[src/rtl/lbd_pkg.sv]
// Package for the buffer directory: sizes, field widths, operation and status codes,
// controller states and the command and status records between controller and datapath.
// No dependencies.
package lbd_pkg;

   // Sizing of the directory.
   localparam int ENTRIES          = 32;
   localparam int DISK_BLOCK_COUNT = 8192;
   localparam int AGE_BITS         = 16;
   localparam int IDX_W            = $clog2(ENTRIES);

   // Request and response field widths.
   localparam int MODE_W          = 2;
   localparam int BLOCK_NUM_W     = 14;
   localparam int STATUS_W        = 2;
   localparam int ENTRY_INDEX_W   = 5;
   localparam int WB_BLOCK_W      = 13;
   localparam int REQ_DATA_W      = 16;
   localparam int RSP_DATA_W      = 24;

   // Stored block width; an in-bound block never needs more bits than this.
   localparam int STORE_W = ($clog2(DISK_BLOCK_COUNT) < BLOCK_NUM_W) ?
                            $clog2(DISK_BLOCK_COUNT) : BLOCK_NUM_W;
   // Width that holds any block number and the largest block count.
   localparam int BOUND_W = 17;

   localparam logic [AGE_BITS-1:0] AGE_MAX = '1;

   // Operation codes.
   localparam logic [MODE_W-1:0] MODE_ALLOC      = 2'd0;
   localparam logic [MODE_W-1:0] MODE_LOOKUP     = 2'd1;
   localparam logic [MODE_W-1:0] MODE_MARK_DIRTY = 2'd2;

   // Status codes.
   localparam logic [STATUS_W-1:0] STATUS_OK            = 2'd0;
   localparam logic [STATUS_W-1:0] STATUS_OUT_OF_BOUND  = 2'd1;
   localparam logic [STATUS_W-1:0] STATUS_NOT_IN_BUFFER = 2'd2;

   typedef enum logic [1:0] {
      CTRL_IDLE,
      CTRL_SCAN,
      CTRL_COMMIT
   } ctrl_state_type;

   // Commands from the controller to the datapath.
   typedef struct packed {
      logic load;      // capture a new request and clear the scan trackers
      logic scan_en;   // process the entry at the scan pointer
      logic commit;    // update the chosen entry and load the response register
   } dp_cmd_type;

   // Status from the datapath to the controller.
   typedef struct packed {
      logic out_of_bound;
      logic scan_last;
   } dp_status_type;

endpackage

[src/rtl/lru_buffer_directory_core.sv]
// Top level of the buffer pool directory: controller and datapath.
// Depends on lbd_pkg, lbd_ctrl and lbd_datapath.
//
// Each request allocates, looks up or marks dirty a disk block in a 32-entry directory
// and yields exactly one response. A request is captured, then a scan over every entry
// ages the occupied entries on an allocation and finds a free entry, the oldest entry
// or the matching block, and then the commit step follows; an out-of-bound block skips
// the scan. Requests are taken one at a time; the next request is accepted while the
// previous response still waits in the output register, but its commit step waits
// until that response has been taken, so a stall on the response side can hold back
// the request behind it. Allocation replaces the entry allocated longest ago when no
// entry is free and reports a write-back when that entry was dirty.
module lru_buffer_directory_core (
   input  logic                           clock,
   input  logic                           reset,
   input  logic                           req_tvalid,
   output logic                           req_tready,
   // Fields from bit 0: mode [1:0], block_num [15:2].
   input  logic [lbd_pkg::REQ_DATA_W-1:0] req_tdata,
   output logic                           rsp_tvalid,
   input  logic                           rsp_tready,
   // Fields from bit 0: status [1:0], entry_index [6:2], writeback_valid [7],
   // writeback_block [20:8], zero fill [23:21].
   output logic [lbd_pkg::RSP_DATA_W-1:0] rsp_tdata
);
   import lbd_pkg::*;

   dp_cmd_type    cmd;
   dp_status_type dp_status;

   lbd_ctrl u_ctrl (
      .clock      (clock),
      .reset      (reset),
      .req_tvalid (req_tvalid),
      .req_tready (req_tready),
      .rsp_tvalid (rsp_tvalid),
      .rsp_tready (rsp_tready),
      .cmd        (cmd),
      .status     (dp_status)
   );

   lbd_datapath u_datapath (
      .clock    (clock),
      .reset    (reset),
      .cmd      (cmd),
      .status   (dp_status),
      .req_data (req_tdata),
      .rsp_data (rsp_tdata)
   );

endmodule

[src/rtl/lbd_datapath.sv]
// Datapath of the buffer directory: entry storage, the entry scan with aging, free and
// victim search, the commit step and the response register.
// Depends on lbd_pkg.
module lbd_datapath (
   input  logic                          clock,
   input  logic                          reset,
   input  lbd_pkg::dp_cmd_type           cmd,
   output lbd_pkg::dp_status_type        status,
   input  logic [lbd_pkg::REQ_DATA_W-1:0] req_data,
   output logic [lbd_pkg::RSP_DATA_W-1:0] rsp_data
);
   import lbd_pkg::*;

   // Captured request.
   logic [MODE_W-1:0]      mode_ff, mode_in;
   logic [BLOCK_NUM_W-1:0] blk_ff, blk_in;

   // Scan pointer and trackers.
   logic [IDX_W-1:0]    scan_ff, scan_in;
   logic                found_ff, found_in;
   logic [IDX_W-1:0]    pick_ff, pick_in;
   logic [IDX_W-1:0]    vic_ff, vic_in;
   logic [AGE_BITS-1:0] best_ff, best_in;
   logic                wbd_ff, wbd_in;
   logic [STORE_W-1:0]  wbb_ff, wbb_in;

   // Entry state: flags in flip-flops, block and age in register arrays.
   logic [ENTRIES-1:0]  valid_ff, valid_in;
   logic [ENTRIES-1:0]  dirty_ff, dirty_in;
   logic [STORE_W-1:0]  block_mem [ENTRIES];
   logic [AGE_BITS-1:0] age_mem [ENTRIES];

   // Response register.
   logic [STATUS_W-1:0]      rsp_status_ff, rsp_status_in;
   logic [ENTRY_INDEX_W-1:0] rsp_index_ff, rsp_index_in;
   logic                     rsp_wbv_ff, rsp_wbv_in;
   logic [WB_BLOCK_W-1:0]    rsp_wbb_ff, rsp_wbb_in;

   logic                out_of_bound;
   logic                is_alloc;
   logic                alloc_commit;
   logic                ent_valid;
   logic [STORE_W-1:0]  ent_block;
   logic [AGE_BITS-1:0] ent_age;
   logic [AGE_BITS-1:0] aged;
   logic [IDX_W-1:0]    commit_idx;
   logic                age_we;
   logic [IDX_W-1:0]    age_addr;
   logic [AGE_BITS-1:0] age_wdata;

   // Request decode.
   assign out_of_bound = BOUND_W'(blk_ff) >= BOUND_W'(DISK_BLOCK_COUNT);
   assign is_alloc     = (mode_ff == MODE_ALLOC);
   assign alloc_commit = cmd.commit && !out_of_bound && is_alloc;

   assign status.out_of_bound = out_of_bound;
   assign status.scan_last    = (scan_ff == IDX_W'(ENTRIES - 1));

   // Entry under the scan pointer, with its age after one saturating step.
   assign ent_valid = valid_ff[scan_ff];
   assign ent_block = block_mem[scan_ff];
   assign ent_age   = age_mem[scan_ff];
   assign aged      = (ent_valid && ent_age != AGE_MAX) ? ent_age + 1'b1 : ent_age;

   // On an allocation a free entry wins, else the oldest entry is replaced; a search uses its match.
   assign commit_idx = found_ff ? pick_ff : vic_ff;

   // Request capture and scan trackers.
   always_comb begin
      mode_in  = mode_ff;
      blk_in   = blk_ff;
      scan_in  = scan_ff;
      found_in = found_ff;
      pick_in  = pick_ff;
      vic_in   = vic_ff;
      best_in  = best_ff;
      wbd_in   = wbd_ff;
      wbb_in   = wbb_ff;
      if (cmd.load) begin
         mode_in  = req_data[MODE_W-1:0];
         blk_in   = req_data[MODE_W +: BLOCK_NUM_W];
         scan_in  = '0;
         found_in = 1'b0;
         pick_in  = '0;
         vic_in   = '0;
         best_in  = '0;
         wbd_in   = 1'b0;
      end else if (cmd.scan_en) begin
         scan_in = scan_ff + 1'b1;
         if (is_alloc) begin
            if (!found_ff && !ent_valid) begin
               found_in = 1'b1;
               pick_in  = scan_ff;
            end
            // Strictly greater keeps ties on the lowest index.
            if (ent_valid && aged > best_ff) begin
               best_in = aged;
               vic_in  = scan_ff;
               wbd_in  = dirty_ff[scan_ff];
               wbb_in  = ent_block;
            end
         end else if (!found_ff && ent_valid && ent_block == blk_ff[STORE_W-1:0]) begin
            found_in = 1'b1;
            pick_in  = scan_ff;
         end
      end
   end

   // Valid and dirty flags change only at commit.
   always_comb begin
      valid_in = valid_ff;
      dirty_in = dirty_ff;
      if (alloc_commit) begin
         valid_in[commit_idx] = 1'b1;
         dirty_in[commit_idx] = 1'b0;
      end else if (cmd.commit && !out_of_bound && mode_ff == MODE_MARK_DIRTY && found_ff) begin
         dirty_in[pick_ff] = 1'b1;
      end
   end

   // Age write port: aging during an allocation's scan, clearing at allocation.
   assign age_we    = (cmd.scan_en && is_alloc && ent_valid) || alloc_commit;
   assign age_addr  = alloc_commit ? commit_idx : scan_ff;
   assign age_wdata = alloc_commit ? '0 : aged;

   // Response fields.
   always_comb begin
      rsp_status_in = rsp_status_ff;
      rsp_index_in  = rsp_index_ff;
      rsp_wbv_in    = rsp_wbv_ff;
      rsp_wbb_in    = rsp_wbb_ff;
      if (cmd.commit) begin
         rsp_index_in = '0;
         rsp_wbv_in   = 1'b0;
         rsp_wbb_in   = '0;
         if (out_of_bound) begin
            rsp_status_in = STATUS_OUT_OF_BOUND;
         end else if (is_alloc || found_ff) begin
            rsp_status_in = STATUS_OK;
            rsp_index_in  = ENTRY_INDEX_W'(commit_idx);
            if (is_alloc && !found_ff && wbd_ff) begin
               rsp_wbv_in = 1'b1;
               rsp_wbb_in = WB_BLOCK_W'(wbb_ff);
            end
         end else begin
            rsp_status_in = STATUS_NOT_IN_BUFFER;
         end
      end
   end

   // Control registers.
   always_ff @(posedge clock) begin
      if (reset) begin
         scan_ff  <= '0;
         found_ff <= 1'b0;
         pick_ff  <= '0;
         vic_ff   <= '0;
         valid_ff <= '0;
         dirty_ff <= '0;
      end else begin
         scan_ff  <= scan_in;
         found_ff <= found_in;
         pick_ff  <= pick_in;
         vic_ff   <= vic_in;
         valid_ff <= valid_in;
         dirty_ff <= dirty_in;
      end
   end

   // Payload registers.
   always_ff @(posedge clock) begin
      mode_ff       <= mode_in;
      blk_ff        <= blk_in;
      best_ff       <= best_in;
      wbd_ff        <= wbd_in;
      wbb_ff        <= wbb_in;
      rsp_status_ff <= rsp_status_in;
      rsp_index_ff  <= rsp_index_in;
      rsp_wbv_ff    <= rsp_wbv_in;
      rsp_wbb_ff    <= rsp_wbb_in;
   end

   // Block and age storage.
   always_ff @(posedge clock) begin
      if (age_we) begin
         age_mem[age_addr] <= age_wdata;
      end
      if (alloc_commit) begin
         block_mem[commit_idx] <= blk_ff[STORE_W-1:0];
      end
   end

   assign rsp_data = {3'b000, rsp_wbb_ff, rsp_wbv_ff, rsp_index_ff, rsp_status_ff};

endmodule

[src/rtl/lbd_ctrl.sv]
// Controller of the buffer directory: request and response handshakes and the
// sequence of load, scan and commit steps.
// Depends on lbd_pkg.
module lbd_ctrl (
   input  logic                   clock,
   input  logic                   reset,
   input  logic                   req_tvalid,
   output logic                   req_tready,
   output logic                   rsp_tvalid,
   input  logic                   rsp_tready,
   output lbd_pkg::dp_cmd_type    cmd,
   input  lbd_pkg::dp_status_type status
);
   import lbd_pkg::*;

   ctrl_state_type state_ff, state_in;
   logic           rsp_valid_ff, rsp_valid_in;

   // State register and response valid flag.
   always_ff @(posedge clock) begin
      if (reset) begin
         state_ff     <= CTRL_IDLE;
         rsp_valid_ff <= 1'b0;
      end else begin
         state_ff     <= state_in;
         rsp_valid_ff <= rsp_valid_in;
      end
   end

   // Next state and commands.
   always_comb begin
      state_in    = state_ff;
      req_tready  = 1'b0;
      cmd.load    = 1'b0;
      cmd.scan_en = 1'b0;
      cmd.commit  = 1'b0;
      case (state_ff)
         CTRL_IDLE: begin
            req_tready = 1'b1;
            if (req_tvalid) begin
               cmd.load = 1'b1;
               state_in = CTRL_SCAN;
            end
         end
         CTRL_SCAN: begin
            // An out-of-bound request touches no entry.
            cmd.scan_en = !status.out_of_bound;
            if (status.out_of_bound || status.scan_last) begin
               state_in = CTRL_COMMIT;
            end
         end
         CTRL_COMMIT: begin
            // Wait until the response register is free or its response is taken.
            if (!rsp_valid_ff || rsp_tready) begin
               cmd.commit = 1'b1;
               state_in   = CTRL_IDLE;
            end
         end
         default: begin
            state_in = CTRL_IDLE;
         end
      endcase
   end

   // The response stays valid until it is taken.
   always_comb begin
      if (cmd.commit) begin
         rsp_valid_in = 1'b1;
      end else if (rsp_tready) begin
         rsp_valid_in = 1'b0;
      end else begin
         rsp_valid_in = rsp_valid_ff;
      end
   end

   assign rsp_tvalid = rsp_valid_ff;

endmodule

[config.mk]
export PLATFORM = sky130hd
export DESIGN_NAME = lru_buffer_directory_core
export DESIGN_NICKNAME = d
export VERILOG_FILES = /design/src/rtl/lbd_pkg.sv /design/src/rtl/lru_buffer_directory_core.sv /design/src/rtl/lbd_datapath.sv /design/src/rtl/lbd_ctrl.sv
export SDC_FILE = /design/constraint.sdc
export NUM_CORES = 1
export LEC_CHECK = 0
export BUFFER_PORTS_ARGS = -buffer_cell sky130_fd_sc_hd__buf_2
export CAP_MARGIN = 25
export CORE_UTILIZATION = 40
export CTS_BUF_LIST = sky130_fd_sc_hd__clkbuf_8
export DETAILED_ROUTE_END_ITERATION = 7
export SETUP_SLACK_MARGIN = 0.1
export SLEW_MARGIN = 30
export SYNTH_ARGS = -nofsm -noshare
export SYNTH_HDL_FRONTEND = slang
export SYNTH_SLANG_ARGS = --single-unit
[constraint.sdc]
create_clock -name clock -period 9.2 [get_ports clock]
set_clock_uncertainty 0.1 [all_clocks]
set_input_delay 0.92 -clock clock [delete_from_list [all_inputs] [get_ports clock]]
set_output_delay 0.92 -clock clock [all_outputs]
set_load 0.01 [all_outputs]
* Word level (Yosys, flattened, before mapping) *
Memory sizes are Yosys's and may differ from the RTL's. A register that Yosys moved wholly into a read port is not among the register bits.
Cells that the tools add are included.

word-level totals
  flip-flop bits (word level) = 150
  memories = 2
  logic and storage cells = 122
  bits in writable memories = 928
  output and inout bits = 26

memories
  memory                words  width  read ports  clocked after memory_dff  wr ports  RTL line            RTL
  u_datapath.age_mem    32     16     1           1                         1         lbd_datapath.sv:31  logic [AGE_BITS-1:0] age_mem [ENTRIES];
  u_datapath.block_mem  32     13     1           1                         1         lbd_datapath.sv:30  logic [STORE_W-1:0] block_mem [ENTRIES];

operators by class
  $lt $le $gt $ge = 7
  $add $sub $neg = 2
  equal/unequal tests = 10
  reduce and logical (&&, ||, !) cells = 35
  muxes and demuxes = 42
  bitwise gates (word level) = 7

operators with widths
  cell                                                                           number
  32-bit 2-to-1 mux                                                              2
  32-bit OR                                                                      2
  5-bit 2-to-1 mux                                                               9
  32-bit bitwise AND                                                             1
  16-bit 2-to-1 mux                                                              2
  32-bit inverter                                                                1
  1-bit 2-to-1 mux                                                               20
  5-bit by 6-bit less-than comparator with 1-bit output (second input constant)  3
  16-bit by 1-bit adder with 16-bit output (second input constant)               1
  16-bit > comparator                                                            1
  16-bit inequality test (second input constant)                                 1
  1-bit logical AND                                                              15
  14-bit >= comparator (second input constant)                                   1
  13-bit equality test                                                           1
  1-bit binary-select mux with 5-bit select                                      2
  1-bit demux with 5-bit select                                                  2
  5-bit by 1-bit >= comparator with 1-bit output (second input constant)         2
  3-bit AND reduction                                                            3
  2-bit 2-to-1 mux                                                               4
  2-bit one-hot mux with 3 select lines                                          1
  2-bit nonzero test                                                             3
  5-bit by 1-bit adder with 5-bit output (second input constant)                 1
  5-bit equality test (second input constant)                                    1
  2-bit equality test (second input constant)                                    2
  10 further kinds                                                               22

* Longest topological paths before layout *
  word-level depth = 9
  depth in mapped cells = 30

* Cells and area by module *
From an unflattened synthesis, not the netlist that was laid out.

second synthesis, totals
  cell total of the unflattened synthesis = 2425
  area total of the unflattened synthesis = 43379.1 um2

modules (own cells, without submodules)
  module        area each (um2)  times used  cells each  seq. area each (um2)
  lbd_datapath  43225.2          1           2408        31410.1
  lbd_ctrl      153.9            1           17          60.1

* Worst setup path before layout *
No wires, ideal clock.

  path kind = register -> register
  start = register with a tool-made name
  end = register u_datapath.wbb_ff[0], enable pin
  stages on the path, launching flop included = 29
  path buffers = 11
  clock period less this slack = 6.321 ns
  data required time = 8.718 ns
  arrival time = 5.839 ns
  slack = 2.879 ns
  library setup time = 0.382 ns
  cells stage by stage = dfxtp_1 > buf_6 > buf_12 > buf_12 > buf_12 > buf_12 > buf_12 > buf_12 > buf_12 > mux4_1 > nand2_1 > a32oi_1 > nand3_1 > inv_1 > ha_1 > inv_1 > or4b_1 > clkbuf_1 > o21ai_4 > mux2_2 > ha_1 > nor2b_1 > o21a_1 > o21ai_0 > a21oi_1 > o31ai_1 > a221oi_1 > clkbuf_1 > clkbuf_1

RTL lines
  element                 RTL line             RTL
  end signal: assignment  lbd_datapath.sv:176  wbb_ff <= wbb_in;
  end: declaration        lbd_datapath.sv:25   logic [STORE_W-1:0] wbb_ff, wbb_in;

==> flow_summary.yaml <==
timing:
  period_share: 0.703
  worst_pin_slew_ps: 970
  slew_headroom: 0.352
  drv_slew: 0
  setup_viol: 0
  rsz0062_at_grt: "no"
  fin_crit_ps: 6470
  tns_ps: 0
  fmax_ghz: 0.155
  hold_violations: 0
setup_path:
  path_class: "flop to flop"
  endpoint_kind: "flop"
  path_buf_inv: 2
  cpPeakStageDelay_ps: 810
  path_cells: "buf_12, mux4_2, mux4_2, mux2i_1, or4_1, or4b_1, o21ai_4, mux2_2, ha_1, nor2b_1, o21a_1, o21ai_0, a21oi_1, o31ai_1, a221oi_4, buf_4, mux2i_1, nor2_1"
  cp-start-kind: "flop"
  cp_top_family: "simple AND/OR/NAND/NOR gates"
  worstPathArrival_ps: 7030
  r2r_slack_ps: 2730
  path_max_fanout: 88
  required_ps: 9760
  critPathSlowestCell: "dfxtp_4"
grt:
  antenna_found_initial: 0
  grt_max_degree: 89
  globalRouteOverflowTotal: 0
  track_usage: 0.200
  grt_first_pass_wirelength_mm: 157
  grt_pass1_vias: 23100
route:
  wire_per_inst_um: 26.9
  first_pass_iters: 6
  viasPerCell: 5.62
  ant_nets: 0
  vias: 22800
  route.detailed.drc: 0
  wl_mm: 109
  drtIter0Drc: 2030
power_and_ir_drop:
  combinationalPowerShare: 0.017
  seq_power_share: 0.575
  power_switching_mw: 1.97
  p_int_mw: 7.36
  switching_share: 0.211
  p_leak_nw: 15.2
  finalPower_mw: 9.33
  clockPowerShare: 0.408
  p_per_area_mw_per_mm2: 192
  peakVddDrop_mv: 0.122
floorplanning:
  core_area_mm2: 0.107
  die_x_um: 331
  io_pins: 46
  initial_core_util: 0.404
  die_height_um: 331
  die-area_mm2: 0.109
  std_cell_rows: 120
outcome:
  status: "completed"
clock_tree:
  clkSlewWorstSetupHoldPaths_ps: 60
  cts_buffers: 167
  clockBufferDepth: 3
  cts_root_buffer: "clkbuf_8"
  clkSinkCount: 1083
  post_cts_resized: 0
  cts_max_level: 4
  holdBufCountCts: 0
  cts_tree: "built"
  postCtsSetupBuffers: 0
  insertion_delay_ps: 800
synthesis:
  synth-main-ff-cell: "edfxtp_1"
  synth_edf_count: 978
  ys_warn_count: 0
  ys_ff_latch: 1083
  ys_async_sr_fraction: 0
  avgSynthCellArea_um2: 18.6
  yosysSeqAreaShare: 0.727
  synthCells: 2328
  ys_types: 79
  synthesis.area_mm2: 0.0433
cells_and_area:
  layout_commonest_cell: "edfxtp_1"
  ff_latch_area_mm2: 0.0315
  num_antenna_cells: 0
  num-nets-final: 2552
  area_growth_pct: 12.4
  mostFrequentLayoutCells: "edfxtp_1, mux4_2, clkbuf_8, nor2_1, mux2i_1"
  fillers: 9143
  drive_gt1_frac: 0.266
  multi_input_area_mm2: 0.0111
min_path:
  hold_class: "input port to flop"
place:
  place_hpwl_mm: 64.4
  numPortBuffers: 42
  routabilityCongestion: 0.817
run:
  cap_violations: 0
[synth_stat cells (7+ instances only)]
cell type,count,share of area
xnor2_1,14,0.0028
o21ai_1,7,0.00081
nor3b_1,8,0.0014
buf_4,21,0.0036
mux2i_1,101,0.023
o211ai_1,9,0.0016
nor3_1,41,0.0047
a21oi_1,63,0.0073
buf_12,8,0.0037
xor2_1,10,0.0020
o21ai_0,18,0.0021
nand2_1,69,0.0060
o22ai_1,18,0.0026
or2_2,7,0.0010
nor2_1,216,0.019
nand3_1,30,0.0035
nor2b_1,15,0.0022
and2_1,34,0.0049
buf_2,21,0.0024
dfxtp_1,105,0.049
mux4_2,219,0.11
ha_1,19,0.0055
nand2b_1,16,0.0023
buf_6,16,0.0042
nand3b_1,7,0.0012
a31oi_1,9,0.0013
nand4_1,7,0.0010
mux4_1,23,0.014
edfxtp_1,978,0.68
inv_1,30,0.0026
clkbuf_1,52,0.0045
nor4_1,7,0.0010
mux2_2,11,0.0029
a22oi_1,32,0.0056
[stage by stage]
stage / utilization / setup WS [ps] / cells / hold slack, ps / instance area (um^2)
global route: 0.454 / 2310 / 4055 / 141 / 48600
floorplan: - / 2880 / 2330 / 335 / 43300
detailed placement: 0.423 / 2680 / 3741 / 358 / 45400
CTS: 0.453 / 2660 / 4049 / 111 / 48500
finish: 0.454 / 2730 / 4055 / 190 / 48600
global placement: 0.423 / 2760 / 3741 / 346 / 45300
[final timing paths]
kind                            cells past startpoint                 endpoint                     from
worst min register to register                      2  u_datapath.valid_ff[29]  u_datapath.valid_ff[29]
worst max-delay path                               18     u_datapath.vic_ff[2]                     flop
worst max register to register                     18     u_datapath.vic_ff[2]                     flop
worst min-delay path                                1     u_datapath.blk_ff[9]            req_tdata[11]
[worst register-to-register path, cell delays in order, from the launching register on]
cell and delay, ps:
dfxtp_4 810, buf_12 480, mux4_2 480, mux4_2 260
mux2i_1 130, or4_1 690, or4b_1 670, o21ai_4 300
mux2_2 400, ha_1 290, nor2b_1 130, o21a_1 110
o21ai_0 70, a21oi_1 140, o31ai_1 120, a221oi_4 250
buf_4 540, mux2i_1 290, nor2_1 60
[cell type report]
cell class / count / share of cell area
flip-flops and latches: 1083 / 0.648
clock buffers: 182 / 0.0515
repair buffers: 137 / 0.0204
well taps: 1403 / 0.0361
inverters: 31 / 0.00239
clock inverters: 126 / 0.0137
multi-input cells: 1093 / 0.228
[layer usage]
layer / share of wire / GRT usage / wire (um)
met1: 0.41 / 0.263 / 44700
met2: 0.51 / 0.339 / 55200
met3: 0.062 / 0.0348 / 6760
met4: 0.022 / 0.0584 / 2430
met5: 0 / 0 / 0
[power by group through the flow]
stage | combinational (mW) | sequential (mW) | clock [mW]
after floorplan | 0.0830 | 5.48 | 0
after detailed placement | 0.148 | 5.48 | 0
after global placement | 0.143 | 5.48 | 0
after global routing | 0.172 | 5.36 | 4.09
final | 0.158 | 5.37 | 3.81
after CTS | 0.149 | 5.37 | 3.89
[flip-flops by register name (all words and copies together), names as in the netlist, 5 cells and up, named ones only]
| signal | count |
|---|---|
| u_datapath.rsp_wbb_ff | 13 |
| u_datapath.best_ff | 16 |
| u_datapath.block_mem | 416 |
| u_datapath.blk_ff | 14 |
| u_datapath.valid_ff | 32 |
| u_datapath.pick_ff | 5 |
| u_datapath.scan_ff | 5 |
| u_datapath.dirty_ff | 32 |
| u_datapath.vic_ff | 5 |
| u_datapath.wbb_ff | 13 |
| u_datapath.age_mem | 512 |
| u_datapath.rsp_index_ff | 5 |
[logic make-up after synthesis]
logic type	after synthesis	synth area share
fa+ha+maj	19	0.00550
mux	354	0.154
compound gates	192	0.0285
xor+xnor	25	0.00524
flops	1083	0.727
other cells	1	0.0000867
simple gates	500	0.0568
buf+inv	154	0.0221
Power figures use the tool's default switching activity.
